**src/hw/rtl/srtr_pkg.sv**
```systemverilog
`timescale 1ns / 1ps

package srtr_pkg;

	typedef struct packed {
		logic [1:0]  req_type;
		logic [2:0]  cell_index;
		logic [7:0]  target_char;
		logic        target_dot;
		logic [31:0] seed;
	} srtr_in_t;

	typedef struct packed {
		logic [2:0] out_cell;
		logic [7:0] shown_char;
		logic       dot_on;
		logic       last;
		logic       all_done;
	} srtr_out_t;

	localparam logic [1:0] REQ_LOAD  = 2'd0;
	localparam logic [1:0] REQ_START = 2'd1;
	localparam logic [1:0] REQ_TICK  = 2'd2;

	localparam logic [1:0] CFG_SPIN_DELAY = 2'd0;
	localparam logic [1:0] CFG_MAX_SPIN   = 2'd1;

	localparam logic [7:0] CHAR_SPACE = 8'h20;
	localparam logic [7:0] CHAR_BASE  = 8'h20;

endpackage

```
**src/hw/rtl/srtr_cell_mem.sv**
```systemverilog
`timescale 1ns / 1ps

module srtr_cell_mem #(
	parameter int DEPTH = 8
) (
	input  logic                                       clk,
	input  logic                                       arst_n,
	input  logic                                       wr_en,
	input  logic [((DEPTH > 1) ? $clog2(DEPTH) : 1)-1:0] wr_addr,
	input  logic [7:0]                                 wr_char,
	input  logic                                       wr_dot,
	input  logic                                       rd_en,
	input  logic [((DEPTH > 1) ? $clog2(DEPTH) : 1)-1:0] rd_addr,
	output logic [7:0]                                 rd_char,
	output logic                                       rd_dot
);
	import srtr_pkg::*;

	logic [7:0]       char_mem [DEPTH];
	logic             dot_mem  [DEPTH];
	logic [DEPTH-1:0] valid_q;
	logic [7:0]       rd_char_q;
	logic             rd_dot_q;

	always_ff @(posedge clk or negedge arst_n) begin
		if (!arst_n) begin
			valid_q <= '0;
		end else if (wr_en) begin
			valid_q[wr_addr] <= 1'b1;
		end
	end

	always_ff @(posedge clk) begin
		if (wr_en) begin
			char_mem[wr_addr] <= wr_char;
			dot_mem[wr_addr]  <= wr_dot;
		end
		if (rd_en) begin
			rd_char_q <= valid_q[rd_addr] ? char_mem[rd_addr] : CHAR_SPACE;
			rd_dot_q  <= valid_q[rd_addr] & dot_mem[rd_addr];
		end
	end

	assign rd_char = rd_char_q;
	assign rd_dot  = rd_dot_q;

endmodule

```
**src/hw/rtl/srtr_draw.sv**
```systemverilog
`timescale 1ns / 1ps

module srtr_draw (
	input  logic        clk,
	input  logic [31:0] x,
	output logic [7:0]  chr
);
	import srtr_pkg::*;

	localparam logic [31:0] RECIP95 = 32'd2893451652;
	localparam logic [7:0]  MOD     = 8'd95;

	logic [63:0] prod_s2;
	logic [31:0] x_s2;
	logic [25:0] quot;
	logic [32:0] quot_x95;
	logic [31:0] rem_full;
	logic [7:0]  r_s3;
	logic [7:0]  r_fix;

	assign quot     = prod_s2[63:38];
	assign quot_x95 = 33'(quot) * 33'(MOD);
	assign rem_full = x_s2 - quot_x95[31:0];

	always_ff @(posedge clk) begin
		prod_s2 <= 64'(x) * 64'(RECIP95);
		x_s2    <= x;
		r_s3    <= rem_full[7:0];
	end

	assign r_fix = (r_s3 >= MOD) ? (r_s3 - MOD) : r_s3;
	assign chr   = r_fix + CHAR_BASE;

endmodule

```
**src/hw/rtl/slot_reel_text_reveal_top.sv**
```systemverilog
`timescale 1ns / 1ps
// Channel | Direction | Handshake             | Payload
// req     | in        | req_valid / req_ready | req (srtr_in_t)
// rsp     | out       | rsp_valid / rsp_ready | rsp (srtr_out_t)
// cfg     | in        | cfg_valid / cfg_ready | cfg_index, cfg_data
//
// Load, start and ticks that start no spin step are handled in IDLE. A spin step walks the
// CELLS entries of the target memory one per cycle, then drains the 3-stage draw
// pipeline (one 32x32 reciprocal multiply), then sends one result per cycle unless stalled.
// Reset is asynchronous on arst_n; unloaded targets read as space through per-entry
// valid bits, no clear pass. rsp_ready low stalls the result sequence; req is taken
// again once the last result of a step sits in the output register.

module slot_reel_text_reveal_top #(
	parameter int CELLS = 8
) (
	input  logic                clk,
	input  logic                arst_n,
	input  logic                req_valid,
	output logic                req_ready,
	input  srtr_pkg::srtr_in_t  req,
	output logic                rsp_valid,
	input  logic                rsp_ready,
	output srtr_pkg::srtr_out_t rsp,
	input  logic                cfg_valid,
	output logic                cfg_ready,
	input  logic [1:0]          cfg_index,
	input  logic [15:0]         cfg_data
);
	import srtr_pkg::*;

	localparam int IDX_W = (CELLS > 1) ? $clog2(CELLS) : 1;
	localparam int CNT_W = $clog2(CELLS + 1);
	localparam logic [IDX_W-1:0] LAST_IDX = IDX_W'(CELLS - 1);

	localparam logic [1:0] ST_IDLE  = 2'd0;
	localparam logic [1:0] ST_WALK  = 2'd1;
	localparam logic [1:0] ST_DRAIN = 2'd2;
	localparam logic [1:0] ST_EMIT  = 2'd3;

	function automatic logic [31:0] xorshift32(input logic [31:0] v);
		logic [31:0] a;
		logic [31:0] b;
		a = v ^ (v << 13);
		b = a ^ (a >> 17);
		return b ^ (b << 5);
	endfunction

	logic [1:0]       state_q;
	logic [15:0]      spin_delay_q;
	logic [15:0]      max_spin_q;
	logic [15:0]      since_start_q;
	logic [15:0]      since_spin_q;
	logic             finished_q;
	logic             past_q;
	logic [31:0]      rng_q;
	logic [CELLS-1:0] locked_q;
	logic [IDX_W-1:0] idx_q;
	logic [CNT_W-1:0] cnt_q;
	logic             all_locked_q;
	logic [IDX_W-1:0] eidx_q;

	logic             v_s1, v_s2, v_s3;
	logic [IDX_W-1:0] cell_s1, cell_s2, cell_s3;
	logic [7:0]       tgt_s2, tgt_s3;
	logic             dot_s2, dot_s3;

	logic [IDX_W-1:0] buf_cell [CELLS];
	logic [7:0]       buf_char [CELLS];
	logic             buf_dot  [CELLS];

	logic             rsp_valid_q;
	srtr_out_t        rsp_q;

	logic        req_fire;
	logic        issue;
	logic [15:0] ss_inc;
	logic [15:0] sp_inc;
	logic        mem_wr;
	logic [7:0]  rd_char;
	logic        rd_dot;
	logic [7:0]  draw_chr;
	logic        fin_lock;
	logic        pipe_busy;
	logic        emit_go;
	logic        emit_last;

	assign req_ready = (state_q == ST_IDLE);
	assign cfg_ready = 1'b1;
	assign req_fire  = req_valid & req_ready;
	assign issue     = (state_q == ST_WALK) && !locked_q[idx_q];
	assign ss_inc    = (since_start_q == 16'hFFFF) ? since_start_q : since_start_q + 16'd1;
	assign sp_inc    = (since_spin_q == 16'hFFFF) ? since_spin_q : since_spin_q + 16'd1;
	assign mem_wr    = req_fire && (req.req_type == REQ_LOAD) && (int'(req.cell_index) < CELLS);
	assign fin_lock  = (draw_chr == tgt_s3) || past_q;
	assign pipe_busy = v_s1 | v_s2 | v_s3;
	assign emit_go   = (state_q == ST_EMIT) && (!rsp_valid_q || rsp_ready);
	assign emit_last = (CNT_W'(eidx_q) + CNT_W'(1)) == cnt_q;

	srtr_cell_mem #(
		.DEPTH(CELLS)
	) u_cell_mem (
		.clk     (clk),
		.arst_n  (arst_n),
		.wr_en   (mem_wr),
		.wr_addr (IDX_W'(req.cell_index)),
		.wr_char (req.target_char),
		.wr_dot  (req.target_dot),
		.rd_en   (issue),
		.rd_addr (idx_q),
		.rd_char (rd_char),
		.rd_dot  (rd_dot)
	);

	srtr_draw u_draw (
		.clk (clk),
		.x   (rng_q),
		.chr (draw_chr)
	);

	always_ff @(posedge clk or negedge arst_n) begin
		if (!arst_n) begin
			state_q       <= ST_IDLE;
			spin_delay_q  <= 16'd50;
			max_spin_q    <= 16'd3000;
			since_start_q <= '0;
			since_spin_q  <= '0;
			finished_q    <= 1'b1;
			past_q        <= 1'b0;
			rng_q         <= 32'd1;
			locked_q      <= '0;
			idx_q         <= '0;
			cnt_q         <= '0;
			all_locked_q  <= 1'b1;
			eidx_q        <= '0;
			v_s1          <= 1'b0;
			v_s2          <= 1'b0;
			v_s3          <= 1'b0;
		end else begin
			if (cfg_valid) begin
				case (cfg_index)
					CFG_SPIN_DELAY: spin_delay_q <= cfg_data;
					CFG_MAX_SPIN:   max_spin_q <= cfg_data;
					default: ;
				endcase
			end

			v_s1 <= issue;
			v_s2 <= v_s1;
			v_s3 <= v_s2;

			case (state_q)
				ST_IDLE: begin
					if (req_fire) begin
						case (req.req_type)
							REQ_START: begin
								locked_q      <= '0;
								since_start_q <= '0;
								since_spin_q  <= '0;
								rng_q         <= req.seed | 32'd1;
								finished_q    <= 1'b0;
							end
							REQ_TICK: begin
								if (!finished_q) begin
									since_start_q <= ss_inc;
									if (sp_inc < spin_delay_q) begin
										since_spin_q <= sp_inc;
									end else begin
										since_spin_q <= '0;
										past_q       <= (ss_inc >= max_spin_q);
										idx_q        <= '0;
										cnt_q        <= '0;
										all_locked_q <= 1'b1;
										state_q      <= ST_WALK;
									end
								end
							end
							default: ;
						endcase
					end
				end
				ST_WALK: begin
					if (issue) begin
						rng_q <= xorshift32(rng_q);
					end
					if (idx_q == LAST_IDX) begin
						state_q <= ST_DRAIN;
					end else begin
						idx_q <= idx_q + IDX_W'(1);
					end
				end
				ST_DRAIN: begin
					if (!pipe_busy) begin
						finished_q <= all_locked_q;
						eidx_q     <= '0;
						state_q    <= (cnt_q == '0) ? ST_IDLE : ST_EMIT;
					end
				end
				ST_EMIT: begin
					if (emit_go) begin
						if (emit_last) begin
							state_q <= ST_IDLE;
						end else begin
							eidx_q <= eidx_q + IDX_W'(1);
						end
					end
				end
				default: state_q <= ST_IDLE;
			endcase

			if (v_s3) begin
				cnt_q <= cnt_q + CNT_W'(1);
				if (fin_lock) begin
					locked_q[cell_s3] <= 1'b1;
				end else begin
					all_locked_q <= 1'b0;
				end
			end
		end
	end

	always_ff @(posedge clk) begin
		cell_s1 <= idx_q;
		cell_s2 <= cell_s1;
		cell_s3 <= cell_s2;
		tgt_s2  <= rd_char;
		dot_s2  <= rd_dot;
		tgt_s3  <= tgt_s2;
		dot_s3  <= dot_s2;
		if (v_s3) begin
			buf_cell[cnt_q[IDX_W-1:0]] <= cell_s3;
			buf_char[cnt_q[IDX_W-1:0]] <= fin_lock ? tgt_s3 : draw_chr;
			buf_dot[cnt_q[IDX_W-1:0]]  <= fin_lock & dot_s3;
		end
	end

	always_ff @(posedge clk or negedge arst_n) begin
		if (!arst_n) begin
			rsp_valid_q <= 1'b0;
		end else if (emit_go) begin
			rsp_valid_q <= 1'b1;
		end else if (rsp_ready) begin
			rsp_valid_q <= 1'b0;
		end
	end

	always_ff @(posedge clk) begin
		if (emit_go) begin
			rsp_q.out_cell   <= 3'(buf_cell[eidx_q]);
			rsp_q.shown_char <= buf_char[eidx_q];
			rsp_q.dot_on     <= buf_dot[eidx_q];
			rsp_q.last       <= emit_last;
			rsp_q.all_done   <= all_locked_q;
		end
	end

	assign rsp_valid = rsp_valid_q;
	assign rsp       = rsp_q;

endmodule
```
**config.mk**
```make
export PLATFORM = sky130hd
export DESIGN_NAME = slot_reel_text_reveal_top
export DESIGN_NICKNAME = d
export VERILOG_FILES = /design/src/hw/rtl/srtr_pkg.sv /design/src/hw/rtl/srtr_cell_mem.sv /design/src/hw/rtl/srtr_draw.sv /design/src/hw/rtl/slot_reel_text_reveal_top.sv
export SDC_FILE = /design/constraint.sdc
export NUM_CORES = 1
export LEC_CHECK = 0
export BUFFER_PORTS_ARGS = -buffer_cell sky130_fd_sc_hd__buf_2
export CAP_MARGIN = 10
export CORE_MARGIN = 5
export CORE_UTILIZATION = 45
export CTS_BUF_LIST = sky130_fd_sc_hd__clkbuf_8
export DETAILED_ROUTE_END_ITERATION = 16
export PLACE_DENSITY = 0.72
export SYNTH_ARGS = -nofsm -noshare
export SYNTH_HDL_FRONTEND = slang
export SYNTH_SLANG_ARGS = --single-unit
```
**constraint.sdc**
```tcl
create_clock -name clk -period 8.1 [get_ports clk]
set_input_delay 0.81 -clock clk [delete_from_list [all_inputs] [get_ports clk]]
set_output_delay 0.81 -clock clk [all_outputs]
set_load 0.005 [all_outputs]
```
==> qor.yml, run 1 <==
placed_design:
  dp_hpwl_mm: 49.21
  gp_congestion: 0.9069
  port-buffer-count: 83
timing:
  setup_viol: 0
  skew_ns: 0.05611
  max_freq_mhz: 139.7
  hold_slack_ns: 0.08380
  relSlewSlack: 0.2448
  setup-tns-final_ns: 0
  period_share: 0.8835
  maxSlewViolCount: 0
  worst_pin_slew_ns: 1.129
  period_needed_ns: 7.156
  finalHoldViolations: 0
  rsz0062_at_grt: "no"
grt:
  grt_pass1_vias: 19900
  overflow: 0
  grt_pass1_wl_mm: 105.5
  grt_max_degree: 72
  grtUsageTotal: 0.1875
  antenna_found_initial: 0
synthesis:
  synthesis.nets: 3226
  synth_cell_type_count: 87
  avgSynthCellArea_um2: 11.32
  syn_area_um2: 28800
  synth-edff-count: 191
  synth_warnings: 0
  synthCells: 2545
  async_flop_share: 0.3512
  synth_seq_cells: 373
  ys_seq_area_frac: 0.3490
  ys_dominant_reg_cell: "edfxtp_1"
critical_path:
  critical_path_class: "reg -> reg"
  arrival_ns: 7.70
  startpoint_type: "flop"
  worst_setup_path_end_kind: "flop"
  setup.reg_to_reg.worst_slack_ns: 0.94
  crit_required_ns: 8.65
  crit_path_max_fanout: 11
  reg2reg_to: "u_draw.prod_s2[43]"
  r2r_start: "rng_q[16]"
  ff2ff_path_depth: 18
floorplan:
  start_util: 0.4557
  core_um2: 63200
  rows: 92
  die_area_um2: 69160
  dieHeight_um: 263.0
  ios: 86
  die_w_um: 263.0
cts:
  cts_tree: "done"
  clk_latency_ns: 0.69
  numCtsBuffers: 60
  clockBufferDepth: 3
  ctsResizeCount: 0
  cts.clk_slew.worst_paths_ns: 0.06
  cts.sinks: 373
  htree_levels: 2
  hold_buffers: 0
  cts_setup_buffers: 0
  cts_root_buf: "clkbuf_8"
drt:
  drtPass1Iterations: 6
  viasPerCell: 5.277
  wl_per_cell_um: 18.06
  drtIter0Drc: 1302
  vias: 18780
  drc: 0
  ant_nets: 0
  wirelength_mm: 64.25
final_layout:
  nets: 3341
  num_antenna_cells: 0
  layout-drive-gt1-share: 0.1217
  synthToLayoutAreaGrowth_pct: 9.679
flow_run:
  maxCapViolations: 0
outcome:
  outcome: "finished clean"
worst_hold_path:
  hold_class: "in -> async"
## final cells by class
type	count	area (µm²)
fill	5470	31610
multi-input combinational	1562	16450
timing repair buffer	120	703.2
tap	846	1059
clock buffer	76	1046
clock inverter	38	242.7
inverter	543	2038
sequential	373	10050
## stage by stage
| stage | instance area [µm²] | utilization | cells | setup WS (ns) |
|---|---|---|---|---|
| floorplan | 28800 | - | 2545 | 1.648 |
| global placement | 30290 | 0.4793 | 3443 | 1.078 |
| detailed placement | 30290 | 0.4793 | 3443 | 1.022 |
| CTS | 31580 | 0.4997 | 3557 | 0.9937 |
| global route | 31590 | 0.4998 | 3558 | 0.6207 |
| finish | 31590 | 0.4998 | 3558 | 0.9438 |
## worst max-delay path, cell delays in order (launching register included)
cell     delay [ns]
dfrtp_1        0.81
inv_1          0.42
fa_1           0.61
inv_1          0.05
fa_1           0.43
ha_1           0.31
fa_1           0.52
fa_1           0.53
fa_1           0.52
fa_1           0.49
ha_1           0.31
ha_1           0.34
a21o_1         0.17
a21oi_1        0.19
o21a_1         0.16
o31ai_1        0.12
o41ai_1        0.69
mux2i_1        0.25
nand3_1        0.09
## cell usage in the layout, fill, tap and decap left out, drive strengths merged, types with 15 or more instances in the layout
master	Yosys	routed
clkbuf	41	76
xor2	29	29
xnor2	106	106
o22ai	15	15
edfxtp	191	191
mux2i	15	15
o21ai	81	81
dfrtp	118	118
nor2	109	109
ha	337	337
a31oi	28	28
a21oi	80	80
nand4	24	24
fa	275	275
nand2b	20	20
mux2	24	24
buf	26	120
nand2	145	145
nand3	31	31
a22o	20	20
dfxtp	51	51
nor3	25	25
mux4	46	46
inv	543	568
## how the worst max path moves through the flow
stage,slack [ns],to,startpoint,depth (start not counted)
floorplan,1.65,u_draw.prod_s2[43],rng_q[10],19
global placement,1.08,u_draw.prod_s2[43],rng_q[5],20
detailed placement,1.02,u_draw.prod_s2[43],rng_q[16],18
CTS,0.99,u_draw.prod_s2[43],rng_q[16],18
global route,0.62,u_draw.prod_s2[43],rng_q[5],20
finish,0.94,u_draw.prod_s2[43],rng_q[16],18
## cells in the mapped netlist, drive strengths merged (5+ instances only)
| master | instances | share of area |
|---|---|---|
| dfrtp | 118 | 0.10 |
| and3 | 10 | 0.0023 |
| dfxtp | 51 | 0.035 |
| nand3b | 5 | 0.0014 |
| o22ai | 15 | 0.0033 |
| a22o | 20 | 0.0061 |
| o211ai | 6 | 0.0016 |
| xnor2 | 106 | 0.032 |
| o21bai | 5 | 0.0013 |
| or2 | 10 | 0.0022 |
| a21oi | 80 | 0.014 |
| nor3 | 25 | 0.0045 |
| and2 | 7 | 0.0016 |
| inv | 543 | 0.071 |
| xor2 | 29 | 0.0088 |
| nor2 | 109 | 0.014 |
| nand3 | 31 | 0.0056 |
| nand2b | 20 | 0.0043 |
| buf | 26 | 0.0052 |
| edfxtp | 191 | 0.20 |
| mux2i | 15 | 0.0052 |
| a31oi | 28 | 0.0061 |
| o21ai | 81 | 0.014 |
| a211oi | 14 | 0.0043 |
| nand4 | 24 | 0.0054 |
| mux2 | 24 | 0.0094 |
| o21a | 14 | 0.0036 |
| nand2 | 145 | 0.019 |
| fa | 275 | 0.19 |
| a21o | 14 | 0.0036 |
| clkbuf | 41 | 0.0053 |
| o31ai | 9 | 0.0025 |
| ha | 337 | 0.15 |
| dfstp | 13 | 0.012 |
| nor4 | 7 | 0.0020 |
| mux4 | 46 | 0.036 |
## state kept, by name, indices dropped and copies added (netlist names), 14 cells and up
signal,count
since_start_q,16
buf_cell,24
u_cell_mem.char_mem,64
spin_delay_q,16
since_spin_q,16
buf_char,64
max_spin_q,16
rsp,14
rng_q,32
## cell families after synthesis
group	after synthesis	synth area share
AOI/OAI and AO/OA	310	0.06886
xor gates and xnor gates	138	0.04349
adders and majority gates	612	0.3376
buffers and inverters	610	0.08133
DFF	373	0.3490
muxes	85	0.05057
other	1	0.0001302
and+or+nand+nor	416	0.06908
## per-layer routing
layer,share of wire,GRT usage,vias to the layer above
met1,0.43,0.2549,9354
met2,0.48,0.3096,612
li1,-,-,8668
met5,0,0,-
met3,0.061,0.03184,143
met4,0.035,0.06017,0
Power of run 1 is not shown: default switching activity piles up to over one toggle a cycle in this logic, so the estimate is an artifact.
==> run 2, diff against run 1 <==
Settings changed: CORE_UTILIZATION 45 to 40, CTS_BUF_LIST sky130_fd_sc_hd__clkbuf_8 to unset, PLACE_DENSITY 0.72 to 0.66, SKIP_LAST_GASP set to 1.
==> qor.yml, run 2 (synthesized netlist as in run 1, its figures left out) <==
outcome:
  outcome: "finished clean"
grt:
  grtUsageTotal: 0.1682  # -0.01931
  antenna_found_initial: 3  # +3
  grt_pass1_wl_mm: 103.1  # -2.3%
  grt_pass1_vias: 18550  # -6.8%
  grt_max_degree: 70  # -2.8%
  overflow: 0  # unchanged
final_layout:
  nets: 3326  # -0.45%
  nFillCells: 6621  # +21%
  mostFrequentLayoutCell: "inv_1"
  layout-drive-gt1-share: 0.1165  # -0.005133
  layout_common_cells: "543 x inv_1, 337 x ha_1, 275 x fa_1"
  synthToLayoutAreaGrowth_pct: 10.93
  post-route-cell-area_um2: 31950  # +1.1%
timing:
  setup_viol: 0  # unchanged
  worst_pin_slew_ns: 1.196  # +0.06728 ns
  maxSlewViolCount: 0  # unchanged
  period_needed_ns: 6.709  # -0.4468 ns
  rsz0062_at_grt: "no"
  finalHoldViolations: 0  # unchanged
  hold_slack_ns: 0.2258  # +0.1420 ns
  setup-tns-final_ns: 0  # unchanged
  max_freq_mhz: 149.0  # +6.7%
  relSlewSlack: 0.1984  # -0.04642
  period_share: 0.8283  # -0.05516
  skew_ns: 0.02169  # -0.03443 ns
drt:
  viasPerCell: 4.973  # -5.8%
  ant_nets: 0  # unchanged
  drc: 0  # unchanged
  route.met3.wl_mm: 4.245  # +9.0%
  wirelength_mm: 64.35  # +0.16%
  wl_met1_mm: 28.30  # +2.9%
  drtPass1Iterations: 5  # -1
  top_layer: "met5"
  wl_met2_mm: 30.22  # -1.3%
  wl_per_cell_um: 17.73  # -1.8%
  drtIter0Drc: 1147  # -12%
  vias: 18050  # -3.9%
critical_path:
  crit_chain: "inv_1 > fa_1 > inv_1 > fa_1 > ha_1 > inv_1 > fa_1 > inv_1 > ha_1 > fa_1 > inv_1 > fa_1 > inv_1 > ha_1 > ha_1 > nand3_1 > nor2_1 > nand3_1 > o31ai_1 > o41ai_1 > o21bai_1 > xor2_1"
  cp_top_family: "adder cells"
  crit_required_ns: 8.58  # -0.07 ns
  arrival_ns: 7.19  # -0.51 ns
  critPathSlowestCell: "dfrtp_1"
  critical_path_class: "reg -> reg"
  cpMostUsedCell: "inv_1"
  worst_setup_path_end_kind: "flop"
  startpoint_type: "flop"
  critPathMaxStageDelay_ns: 0.60  # -0.21 ns
  worst-path-buf-inv: 6  # +4
  crit_path_max_fanout: 7  # -4
cts:
  cts.sinks: 373  # unchanged
  htree_levels: 2  # unchanged
  cts.clk_slew.worst_paths_ns: 0.06  # about the same
  ctsResizeCount: 0  # unchanged
  clockBufferDepth: 3  # unchanged
  cts_root_buf: "clkbuf_16"
  cts_setup_buffers: 0  # unchanged
  clk_latency_ns: 0.57  # -0.12 ns
  hold_buffers: 0  # unchanged
  numCtsBuffers: 40  # -33%
  cts_tree: "done"
placed_design:
  dp_hpwl_mm: 49.19  # about the same
  gp_congestion: 0.8926  # -1.6%
  port-buffer-count: 83  # unchanged
  dpl-instance-area_um2: 30460  # +0.58%
floorplan:
  rows: 98  # +6.5%
  start_util: 0.4029  # -0.05285
  ios: 86  # unchanged
  core_um2: 71490  # +13%
  die_area_um2: 77470  # +12%
  die_w_um: 278.3  # +5.8%
  dieHeight_um: 278.3  # +5.8%
flow_run:
  maxCapViolations: 0  # unchanged
worst_hold_path:
  hold_class: "in -> async"
-- run 2: worst paths after layout --
path                           start            endpoint  slack (ns)  cells past startpoint
setup / recovery            rng_q[3]  u_draw.prod_s2[42]        1.39                     22
hold / removal                arst_n    spin_delay_q[13]        0.23                      1
setup reg to reg            rng_q[3]  u_draw.prod_s2[42]        1.39                     22
hold reg to reg            tgt_s2[7]           tgt_s3[7]        0.31                      0
max in group asynchronous     arst_n           eidx_q[0]        6.45                      2
min in group clk           tgt_s2[7]           tgt_s3[7]        0.31                      0
-- run 2: layout make-up --
class,instances,area (µm²),share of cell area
antenna,2,5.005,0.0001567
clock buffer,52,1101,0.03447
clock inverter,22,376.6,0.01179
inverter,543,2038,0.06380
multi-input combinational,1562,16450,0.5149
sequential,373,10050,0.3147
tap,950,1189,0.03721
timing repair buffer,125,737.0,0.02307
-- run 2: layer usage --
metal | vias to the layer above | global-route usage
met5 | - | 0
met1 | 8932 | 0.2336
met2 | 388 | 0.2769
met4 | 2 | 0.03918
li1 | 8641 | -
met3 | 85 | 0.03087
-- run 2: worst register-to-register path: stages, from the launching register on --
cell and delay [ns]:
dfrtp_1 0.60, inv_1 0.24, fa_1 0.55, inv_1 0.06
fa_1 0.57, ha_1 0.18, inv_1 0.06, fa_1 0.52
inv_1 0.04, ha_1 0.31, fa_1 0.54, inv_1 0.06
fa_1 0.54, inv_1 0.04, ha_1 0.30, ha_1 0.32
nand3_1 0.09, nor2_1 0.38, nand3_1 0.14, o31ai_1 0.51
o41ai_1 0.23, o21bai_1 0.20, xor2_1 0.15
-- run 2: metrics by stage --
step | setup WS (ns) | util | instances
floorplan | 1.648 | - | 2545
global placement | 1.440 | 0.4262 | 3553
detailed placement | 1.413 | 0.4262 | 3553
CTS | 1.361 | 0.4468 | 3627
global route | 0.9795 | 0.4468 | 3627
finish | 1.391 | 0.4469 | 3629
Power of run 2 is left out for the same reason.
